$ cat config.mk
export PLATFORM = sky130hd
export DESIGN_NAME = tlbpt_cfg
export DESIGN_NICKNAME = d
export VERILOG_FILES = /design/src/hdl/tlbpt_pkg.sv /design/src/hdl/tlbpt_cfg.sv
export SDC_FILE = /design/constraint.sdc
export NUM_CORES = 1
export LEC_CHECK = 0
export BUFFER_PORTS_ARGS = -buffer_cell sky130_fd_sc_hd__buf_4
export CORE_ASPECT_RATIO = 1.2
export CORE_MARGIN = 10
export CORE_UTILIZATION = 25
export CTS_CLUSTER_SIZE = 30
export DETAILED_ROUTE_END_ITERATION = 12
export GPL_TIMING_DRIVEN = 0
export MAX_ROUTING_LAYER = met4
export PLACE_DENSITY_LB_ADDON = 0.15
export REMOVE_ABC_BUFFERS = 1
export SYNTH_ARGS = -nofsm -noshare
export SYNTH_HDL_FRONTEND = slang
export SYNTH_SLANG_ARGS = --single-unit
$ cat constraint.sdc
create_clock -name i_clk -period 0.81 [get_ports i_clk]
set_input_delay 0.1215 -clock i_clk [delete_from_list [all_inputs] [get_ports i_clk]]
set_output_delay 0.1215 -clock i_clk [all_outputs]
set_load 0.1 [all_outputs]
$ cat src/hdl/tlbpt_pkg.sv
// ----------------------------------------------------------------------------
// tlbpt_pkg: shared types and constants for the TLB translation block
// Holds the field widths, configuration register map, sequencer states and
// the command/status structs between controller and datapath.
// ----------------------------------------------------------------------------
`default_nettype none

package tlbpt_pkg;

    // Fixed field widths of the channels and of the frame limit.
    localparam int VA_W    = 16;
    localparam int PA_W    = 16;
    localparam int BYTE_W  = 8;
    localparam int LIMIT_W = 9;

    // Default geometry, handed to the top-level parameters.
    localparam int DEF_TLB_ENTRIES = 16;
    localparam int DEF_PAGES       = 256;
    localparam int DEF_FRAMES      = 256;
    localparam int DEF_PAGE_BYTES  = 256;

    // Configuration port.
    localparam int APB_ADDR_W = 3;
    localparam int APB_DATA_W = 32;
    localparam logic [APB_ADDR_W-1:0] CFG_FRAME_LIMIT_ADDR = 3'd0;
    localparam logic [LIMIT_W-1:0]    FRAME_LIMIT_RESET    = 9'd256;

    // Sequencer states.
    typedef enum logic [1:0] {
        S_IDLE,
        S_LOOKUP,
        S_RESOLVE,
        S_DONE
    } t_state;

    // Commands from the controller to the datapath.
    typedef struct packed {
        logic accept;
        logic lookup;
        logic resolve;
        logic push;
    } t_cmd;

    // Status from the datapath to the controller.
    typedef struct packed {
        logic tlb_hit;
        logic out_free;
    } t_status;

    // One result word.
    typedef struct packed {
        logic [PA_W-1:0]   physical_address;
        logic [BYTE_W-1:0] frame_number;
        logic              tlb_hit;
        logic              page_fault;
        logic [BYTE_W-1:0] fetch_page;
        logic              evict_valid;
        logic [BYTE_W-1:0] evicted_page;
    } t_result;

endpackage

`default_nettype wire

$ cat src/hdl/tlbpt_cfg.sv
// ----------------------------------------------------------------------------
// tlbpt_cfg: configuration register file
// APB-style slave holding the frame limit register.
// ----------------------------------------------------------------------------
`default_nettype none

module tlbpt_cfg import tlbpt_pkg::*; (
    input  wire logic                  i_clk,
    input  wire logic                  i_rst_n,
    input  wire logic                  psel,
    input  wire logic                  penable,
    input  wire logic                  pwrite,
    input  wire logic [APB_ADDR_W-1:0] paddr,
    input  wire logic [APB_DATA_W-1:0] pwdata,
    output logic      [APB_DATA_W-1:0] prdata,
    output logic                       pready,
    output logic      [LIMIT_W-1:0]    o_frame_limit
);

    logic [LIMIT_W-1:0] r_frame_limit;
    logic               wr_en;

    // The port never inserts wait states.
    assign pready = 1'b1;
    assign wr_en  = psel && penable && pwrite && (paddr == CFG_FRAME_LIMIT_ADDR);

    // Frame limit register.
    always_ff @(posedge i_clk) begin
        if (!i_rst_n) begin
            r_frame_limit <= FRAME_LIMIT_RESET;
        end else if (wr_en) begin
            r_frame_limit <= pwdata[LIMIT_W-1:0];
        end
    end

    // Read back; unmapped addresses read as zero.
    always_comb begin
        if (paddr == CFG_FRAME_LIMIT_ADDR) begin
            prdata = APB_DATA_W'(r_frame_limit);
        end else begin
            prdata = '0;
        end
    end

    assign o_frame_limit = r_frame_limit;

endmodule

`default_nettype wire

==> reports/results.tsv <==
stage	metric	value	unit
global_route	grt_use_total	0.0754	
timing	finalSetupViolCount	23	
route	drt-total-wl	2030	um
synthesis	synth_area_leaders	dfxtp_1 (28%), buf_4 (28%), mux2i_1 (12%)	
power	clkPwrFrac	0.233	
critical_path	crit_slowest_cell	dfxtp_2	
power	power.density	1170	nW/um^2
synthesis	synth_top_family_by_area	buffers and inverters	
route	wl_per_cell	12.7	um
global_route	grt_max_degree	18	
synthesis	yosysMostFrequentCell	buf_4	
run_status	status	complete, but fails checks	
global_route	use_met1	0.0723	
power	combPwrFrac	0.466	
power	swShare	0.500	
power	power.internal	747	uW
synthesis	syn_area	642	sq um
timing	skew	0	ns
clock_tree	h-tree-depth	1	
place	routabilityCongestion	0.773	
timing	hold_viol	0	
layout	finalNonFillerCells	160	
layout	layout-drive-gt1-share	0.598	
route	vias	603	
clock_tree	tritoncts	done	
min_path	hp-class	input pin to flip-flop	
clock_tree	clk_pin_slew	0.06	ns
synthesis	yosys-top-cells-count	buf_4 (24), nand2_1 (16), and2_1 (9), dfxtp_1 (9), mux2i_1 (8)	
synthesis	synth_ff_type	dfxtp_1	
critical_path	endpoint_kind	primary output	
synthesis	synth-edff-count	0	
synthesis	synthMuxAreaShare	0.125	
power	p_leak	0.000597	uW
route	viasPerCell	3.77	
place	dp.cells	139	
global_route	grt_pass1_vias	602	
timing	tns	-3.61	ns
global_route	antenna_found_initial	0	
timing	layout_setup_ws	-0.228	ns
synthesis	async_flop_share	0	
clock_tree	clock_path_buffers	2	
synthesis	synth_compound_area_frac	0.0195	
synthesis	synth_warnings	0	
run_status	violations	setup timing	
critical_path	cp_num_buf_inv	1	
route	first_pass_iters	2	
synthesis	ys_seq_elements	9	
synthesis	yosysTopAreaCell	dfxtp_1	
synthesis	synth_top_area_frac	0.281	
critical_path	worstPathCellList	and2_4 > buf_12	
global_route	busiest_layer	met2	
route	post-route-drc-count	0	
clock_tree	hold_buffers	0	
die	coreArea	2500	sq um
global_route	use_met2	0.132	
synthesis	synthCells	78	
route	antenna_left	0	
critical_path	crit_type	flip-flop to primary output	
die	rows	20	
power	seqPwrFrac	0.301	
timing	whs	0.106	ns
die	pin_count	82	
global_route	grt_remaining_overflow	0	
die	die_h	75.5	um
timing	drv_slew	0	
clock_tree	worst_skew_pair.late_latency	0.25	ns
die	die_w	66.3	um
synthesis	synth.avg_cell_area	8.23	sq um
power	p_switching	747	uW
layout	fillerInstances	254	
place	place_hpwl	1470	um
route	drt_iter0_drc	8	
layout	insertedDiodeCount	0	
critical_path	cp.arrival	0.92	ns
synthesis	synth_seq_area_share	0.281	
layout	final_nets	168	
clock_tree	cts_buffers	3	
layout	syn2layout_area_growth	99.4	%
global_route	grtUsageMet3	0.0235	
critical_path	critPathMaxFanout	3	
critical_path	cp-start-kind	flip-flop	
critical_path	required	0.69	ns
critical_path	critPathTopFamily	flip-flops	
timing	fmax	0.964	GHz
power	peakVddDrop	0.000784	V
synthesis	synthAdderAreaFrac	0	
synthesis	synth_cell_types	14	
clock_tree	cts-root-buf	clkbuf_4	
run	drv_cap	0	
global_route	grt_pass1_wl	2820	um
place	portBuffers	34	
die	die_area	5000	sq um
synthesis	synth-simple-area-share	0.236	
layout	fin_area	1280	sq um
critical_path	cpPeakStageDelay	0.34	ns
place	dpl_cell_area	815	sq um
timing	layout_min_cycle_time	1.04	ns
synthesis	synth_xor_area_frac	0	
die	start_util	0.257	
critical_path	rrSetupSlack	0.04	ns
layout	largest_reg_flops	9	
clock_tree	clock_sinks	9	
timing	rsz0062_at_grt	true	
timing	finalCritPeriodShare	1.28	
[stage by stage]
stage / setup WS (ns) / util / total power (uW)
floorplan: -1.12 / - / 1010
CTS: -0.226 / 0.492 / 1490
global route: -0.256 / 0.512 / 1540
detailed placement: -0.627 / 0.326 / 1090
finish: -0.228 / 0.512 / 1490
global placement: -0.622 / 0.326 / 1090
[final timing paths]
| path | startpoint | endpoint | depth (start not counted) |
|---|---|---|---|
| hold reg to reg | o_frame_limit[0] | o_frame_limit[0] | 2 |
| hold / removal | pwdata[7] | o_frame_limit[7] | 3 |
| setup / recovery | o_frame_limit[8] | prdata[8] | 2 |
| setup reg to reg | o_frame_limit[3] | o_frame_limit[3] | 4 |
[cell type report]
class / instances / area [sq um] / area share
repair buffers: 50 / 646 / 0.504
multi-input cells: 63 / 372 / 0.290
flip-flops and latches: 9 / 191 / 0.150
well taps: 33 / 41.3 / 0.0323
clock buffers: 4 / 26.3 / 0.0205
inverters: 1 / 3.75 / 0.00293
[power by group through the flow]
stage                     Sequential (uW)  Combinational [uW]  Clock [uW]
after floorplan                       484                 524           0
after global placement                458                 634           0
after detailed placement              458                 636           0
after CTS                             449                 679         364
after global routing                  449                 715         373
final                                 449                 696         348
[layout by cell type (no fill, tap or decap)]
cell type  instances
nor3_4             1
clkbuf_4           3
conb_1            24
nand3_1            1
buf_4             20
buf_6             12
o211ai_2           1
and2_4            11
and3_4             1
buf_12            18
nand2_1           16
mux2i_1            8
clkbuf_1           1
inv_1              1
dfxtp_2            9
[worst register-to-register path, stage by stage (launching register included)]
cell,delay (ns)
dfxtp_2,0.32
buf_6,0.11
buf_4,0.12
nand2_1,0.04
mux2i_1,0.06
[cells by family (layout without fill, tap and decap cells)]
group / Yosys count / count (layout)
buf+inv: 29 / 55
compound gates: 1 / 1
mux: 8 / 8
other cells: 2 / 24
simple gates: 29 / 30
flops: 9 / 9
[layer usage]
metal / wire, um / vias to the layer above
met5: 0 / -
met4: 26 / 0
met3: 202 / 2
met2: 1110 / 32
met1: 694 / 277
li1: - / 292
[repair_timing]
action | 4_1_cts | 5_1_grt
resized for setup | 80 | 6
endpoints found under the setup margin | 27 | 27
gates cloned | 1 | 0
setup buffers | 12 | 4
pin swaps | 2 | 3
Power figures use the tool's default switching activity.
