==> config.mk <==
export PLATFORM = sky130hd
export DESIGN_NAME = tlbpt_ctrl
export DESIGN_NICKNAME = d
export VERILOG_FILES = /design/src/hdl/tlbpt_pkg.sv /design/src/hdl/tlbpt_ctrl.sv
export SDC_FILE = /design/constraint.sdc
export NUM_CORES = 1
export LEC_CHECK = 0
export BUFFER_PORTS_ARGS = -buffer_cell sky130_fd_sc_hd__buf_2
export CORE_AREA = 2 2 39 41
export CTS_BUF_LIST = sky130_fd_sc_hd__clkbuf_4 sky130_fd_sc_hd__clkbuf_8
export CTS_CLUSTER_DIAMETER = 50
export DETAILED_ROUTE_END_ITERATION = 8
export DIE_AREA = 0 0 41 43
export GPL_ROUTABILITY_DRIVEN = 0
export PLACE_DENSITY_LB_ADDON = 0.05
export SLEW_MARGIN = 30
export SYNTH_ARGS = -nofsm -noshare
export SYNTH_HDL_FRONTEND = slang
export SYNTH_SLANG_ARGS = --single-unit
==> constraint.sdc <==
create_clock -name i_clk -period 1.7 [get_ports i_clk]
set_input_delay 0.085 -clock i_clk [delete_from_list [all_inputs] [get_ports i_clk]]
set_output_delay 0.085 -clock i_clk [all_outputs]
set_load 0.05 [all_outputs]
==> src/hdl/tlbpt_pkg.sv <==
// ----------------------------------------------------------------------------
// tlbpt_pkg: shared types and constants for the TLB translation block
// Holds the field widths, configuration register map, sequencer states and
// the command/status structs between controller and datapath.
// ----------------------------------------------------------------------------
`default_nettype none

package tlbpt_pkg;

    // Fixed field widths of the channels and of the frame limit.
    localparam int VA_W    = 16;
    localparam int PA_W    = 16;
    localparam int BYTE_W  = 8;
    localparam int LIMIT_W = 9;

    // Default geometry, handed to the top-level parameters.
    localparam int DEF_TLB_ENTRIES = 16;
    localparam int DEF_PAGES       = 256;
    localparam int DEF_FRAMES      = 256;
    localparam int DEF_PAGE_BYTES  = 256;

    // Configuration port.
    localparam int APB_ADDR_W = 3;
    localparam int APB_DATA_W = 32;
    localparam logic [APB_ADDR_W-1:0] CFG_FRAME_LIMIT_ADDR = 3'd0;
    localparam logic [LIMIT_W-1:0]    FRAME_LIMIT_RESET    = 9'd256;

    // Sequencer states.
    typedef enum logic [1:0] {
        S_IDLE,
        S_LOOKUP,
        S_RESOLVE,
        S_DONE
    } t_state;

    // Commands from the controller to the datapath.
    typedef struct packed {
        logic accept;
        logic lookup;
        logic resolve;
        logic push;
    } t_cmd;

    // Status from the datapath to the controller.
    typedef struct packed {
        logic tlb_hit;
        logic out_free;
    } t_status;

    // One result word.
    typedef struct packed {
        logic [PA_W-1:0]   physical_address;
        logic [BYTE_W-1:0] frame_number;
        logic              tlb_hit;
        logic              page_fault;
        logic [BYTE_W-1:0] fetch_page;
        logic              evict_valid;
        logic [BYTE_W-1:0] evicted_page;
    } t_result;

endpackage

`default_nettype wire

==> src/hdl/tlbpt_ctrl.sv <==
// ----------------------------------------------------------------------------
// tlbpt_ctrl: translation sequencer
// Each address: lookup, page table resolve on a TLB miss, output hand-off.
// ----------------------------------------------------------------------------
`default_nettype none

module tlbpt_ctrl import tlbpt_pkg::*; (
    input  wire logic    i_clk,
    input  wire logic    i_rst_n,
    input  wire logic    i_in_valid,
    output logic         o_in_ready,
    input  wire t_status i_status,
    output t_cmd         o_cmd
);

    t_state r_state;
    t_state n_state;

    // State register.
    always_ff @(posedge i_clk) begin
        if (!i_rst_n) begin
            r_state <= S_IDLE;
        end else begin
            r_state <= n_state;
        end
    end

    // Next state and commands.
    always_comb begin
        n_state    = r_state;
        o_cmd      = '0;
        o_in_ready = 1'b0;
        case (r_state)
            S_IDLE: begin
                // No word is taken while reset is held.
                o_in_ready = i_rst_n;
                if (i_in_valid && i_rst_n) begin
                    o_cmd.accept = 1'b1;
                    n_state      = S_LOOKUP;
                end
            end
            S_LOOKUP: begin
                o_cmd.lookup = 1'b1;
                n_state      = i_status.tlb_hit ? S_DONE : S_RESOLVE;
            end
            S_RESOLVE: begin
                o_cmd.resolve = 1'b1;
                n_state       = S_DONE;
            end
            S_DONE: begin
                // Wait until the output register can take the word.
                if (i_status.out_free) begin
                    o_cmd.push = 1'b1;
                    n_state    = S_IDLE;
                end
            end
            default: begin
                n_state = S_IDLE;
            end
        endcase
    end

endmodule

`default_nettype wire

==> results.md <==
- At the placement stage, the worst setup path has a slack of ~0.29 ns.
- Headroom to the max-slew limit came out at about four fifths.
- The number of cell rows is 14.
- Measured on the finished design, the core utilization comes to about a fifth.
- For this design the static power due to leakage is roughly 0.15 nW.
- The clock latency on the worst-skew pair is around 0.23 ns.
- The final worst clock skew is between 0.003 and 0.004 ns.
- The number of endpoints with negative hold slack in the final report is 0.
- The max-slew violation total from the final report is 0.
- The number of setup buffers added after CTS is 0.
- The worst hold path belongs to the class input pin to flip-flop.
- Across the run, the number of max-cap violations was 0.
- The count of input and output buffers is 9.
- The maximum clock insertion buffer count is 2.
- The wire length of the first global-routing pass is 786 µm.
- The peak fanout along the critical path is 5.
- After routing, the total negative slack on setup checks comes to 0 ns.
- Clock tree synthesis selected as its root buffer the cell clkbuf_4.
- The number of library cell types mapped by synthesis is 15.
- In the global route stage, overall resource usage came out at 7.50%.
- The layout-stage area growth over the synthesis result is 43.2%.
- The largest registers in the layout are r_state: 2 flops.
- The global routing stage identified its most utilized layer as met4.
- The clock tree from TritonCTS is yes.
- For the worst setup path, the data required time is between 1.5 and 2 ns.
- The slew at the pin closest to its max-slew limit is 0.307 ns.
- The effective utilization at floorplan is between 10% and 20%.
- The setup slack of the worst register-to-register path is between 0.2 and 0.3 ns.
- After detailed routing, the average wire length per cell comes to approximately 9.9 µm.
- The H-tree depth is 1.
- The initial antenna violation count was 0.
- The fraction of layout cells with a size suffix above 1 is 45.5%.
- The global-route met3 utilization is 4.71%.
- Across all layers, the routed design uses between 150 and 200 vias.
- After synthesis, the cell types taking the most area are ha_1 31%, dfxtp_1 20%, nor2b_4 6.8%.
- Summed over all nets, the half-perimeter wirelength after detailed placement is ~380 µm.
- The total of flip-flops plus latches after synthesis is 2.
- For met1 alone, demand over resource in global routing was under 10%.
- 0 antenna diodes ended up in the layout.
- Setup repair after global routing left no endpoint under its margin.
- The commonest register cell after synthesis is dfxtp_1.
- The worst setup path category is flip-flop to flip-flop.
- The number of gates resized after CTS was 0.
- STA puts the critical path data arrival time at about 1.6 ns.
- The boundary pin count is 10.
- Summed over all instances, the cell type with the most area after synthesis is ha_1.
- Yosys mapped a number of flops with a built-in enable equal to 0.
- The count of routing violations after the opening detailed-route iteration is 2.
- By instance count, the leading cell after synthesis is ha_1.
- The die is 43 µm tall.
- The count of nets left with antenna violations after detail routing is 0.
- The fmax is a little over 700 MHz.
- For this run, the number of Yosys warnings is 0.
- The routed design has 483 µm of wire.
- The async set or reset register ratio after synthesis is 0%.
- The fraction of synthesized cell area taken by the top area cell type is roughly 31%.
- For this run, the detailed router's first-pass iteration total came to 2.
- For met2 alone, demand over resource in global routing was a little under a tenth.
- The total overflow left after global routing is 0.
- The maximum vdd ir drop is 0.511 mV.
- The flip-flop count of the largest register after layout is 2.
- The pin count of the biggest net entering global routing is 6.
- The count of final setup violators is 0.
- In this run the horizontal extent of the chip is 41 µm.
- The flow ran to the end, and the final reports show no timing, DRC or antenna violations.
- Setup slack on the critical path of the routed design comes to about 0.3 ns.
- The shortest period the worst path allows is between 1 and 1.5 ns.
- The total clock buffers created by CTS is 3.
- The area of the die is approximately 1800 µm².
- For this design the ratio of total power to cell area is between 2000 and 2500 nW/µm².
- The instance count of the mapped netlist is 21.
- The mean cell area of the mapped netlist is around 9.7 µm².
- Sequential cells were found to cover just under 20% of the synthesized design area.
- The area of the core is ~1400 µm².
- The critical path startpoint category is a flip-flop.
- After detailed routing, the number of vias per cell comes to just under 4.
- The register with the most flip-flops is r_state.
- The final layout contains 45 nets.
- Hold repair after CTS inserted 0 buffers.
- STA classifies the critical path endpoint as a flip-flop.
- Sorting the synthesized cells by how often they occur yields 5 x ha_1, 2 x dfxtp_1, 2 x inv_1.
- The cell area after synthesis is around 200 µm².
- The share of the clock period used by the worst path after layout is 82.8%.
- The number of global-route vias before repair was between 150 and 200.
- The clock transition time at the flip-flop clock pins of the worst setup and hold paths is 0.03 ns.
- For this run, design rule violations remaining after detail routing come to 0.
- The post-synthesis net count is 31.
- The clock net in this run drives a total of 2 sinks.
cell usage in the layout (no fill, tap or decap):
cell type  Yosys  routed
a211o_1        1       1
and2_2         1       1
clkbuf_4       0       3
o311a_1        1       1
and2_1         1       1
ha_1           5       5
or3b_1         1       1
nor2b_4        1       1
dfxtp_1        2       2
o31ai_1        1       1
nor2b_1        1       1
nor2_1         1       1
inv_1          2       2
o21ai_1        1       1
buf_2          0       9
a21boi_1       1       1
and3_2         1       1
through the flow:
step,instance area [µm²],hold slack (ns),power [W],instances
2_1_floorplan,203,0.216,0.000414,21
3_3_place_gp,268,0.373,0.000492,46
3_5_place_dp,268,0.358,0.000482,46
4_1_cts,290,0.121,0.000595,49
5_1_grt,290,0.139,0.000636,49
6_report,290,0.130,0.000584,49
worst max-delay path, stage by stage (launching register included):
cell      delay [ns]
dfxtp_1         0.39
inv_1           0.11
ha_1            0.21
nor2b_4         0.14
or3b_1          0.36
a21boi_1        0.12
final timing paths:
check,startpoint,endpoint,cells after the start
setup / recovery,r_state[1],r_state[1],5
hold / removal,i_rst_n,r_state[0],2
setup reg to reg,r_state[1],r_state[1],5
hold reg to reg,r_state[1],r_state[1],2
logic make-up (layout without fill, tap and decap cells):
logic type | after synthesis | count (layout) | synth area share (%)
simple gates | 7 | 7 | 26.5
fa+ha+maj | 5 | 5 | 30.9
compound gates | 5 | 5 | 19.1
flops | 2 | 2 | 19.8
buf+inv | 2 | 14 | 3.71
final cells by class:
cell class                 instances  area (µm²)
fill                             164        1090
timing repair buffer               9        45.0
inverter                           2        7.51
sequential                         2        40.0
clock buffer                       3        22.5
tap                               16        20.0
multi-input combinational         17         155
routing by layer:
| metal | wire length [µm] | share of wire [%] |
|---|---|---|
| met1 | 207 | 43 |
| met3 | 44 | 9.1 |
| met2 | 218 | 45 |
| met5 | 0 | 0 |
| met4 | 12 | 2.5 |
power by group:
part	switching [W]	leakage, nW	internal [W]
Sequential	0.0000230	0.0166	0.0000704
Combinational	0.000252	0.123	0.000134
Clock	0.0000272	0.0138	0.0000779
Total	0.000302	0.153	0.000282
Power figures use the tool's default switching activity.
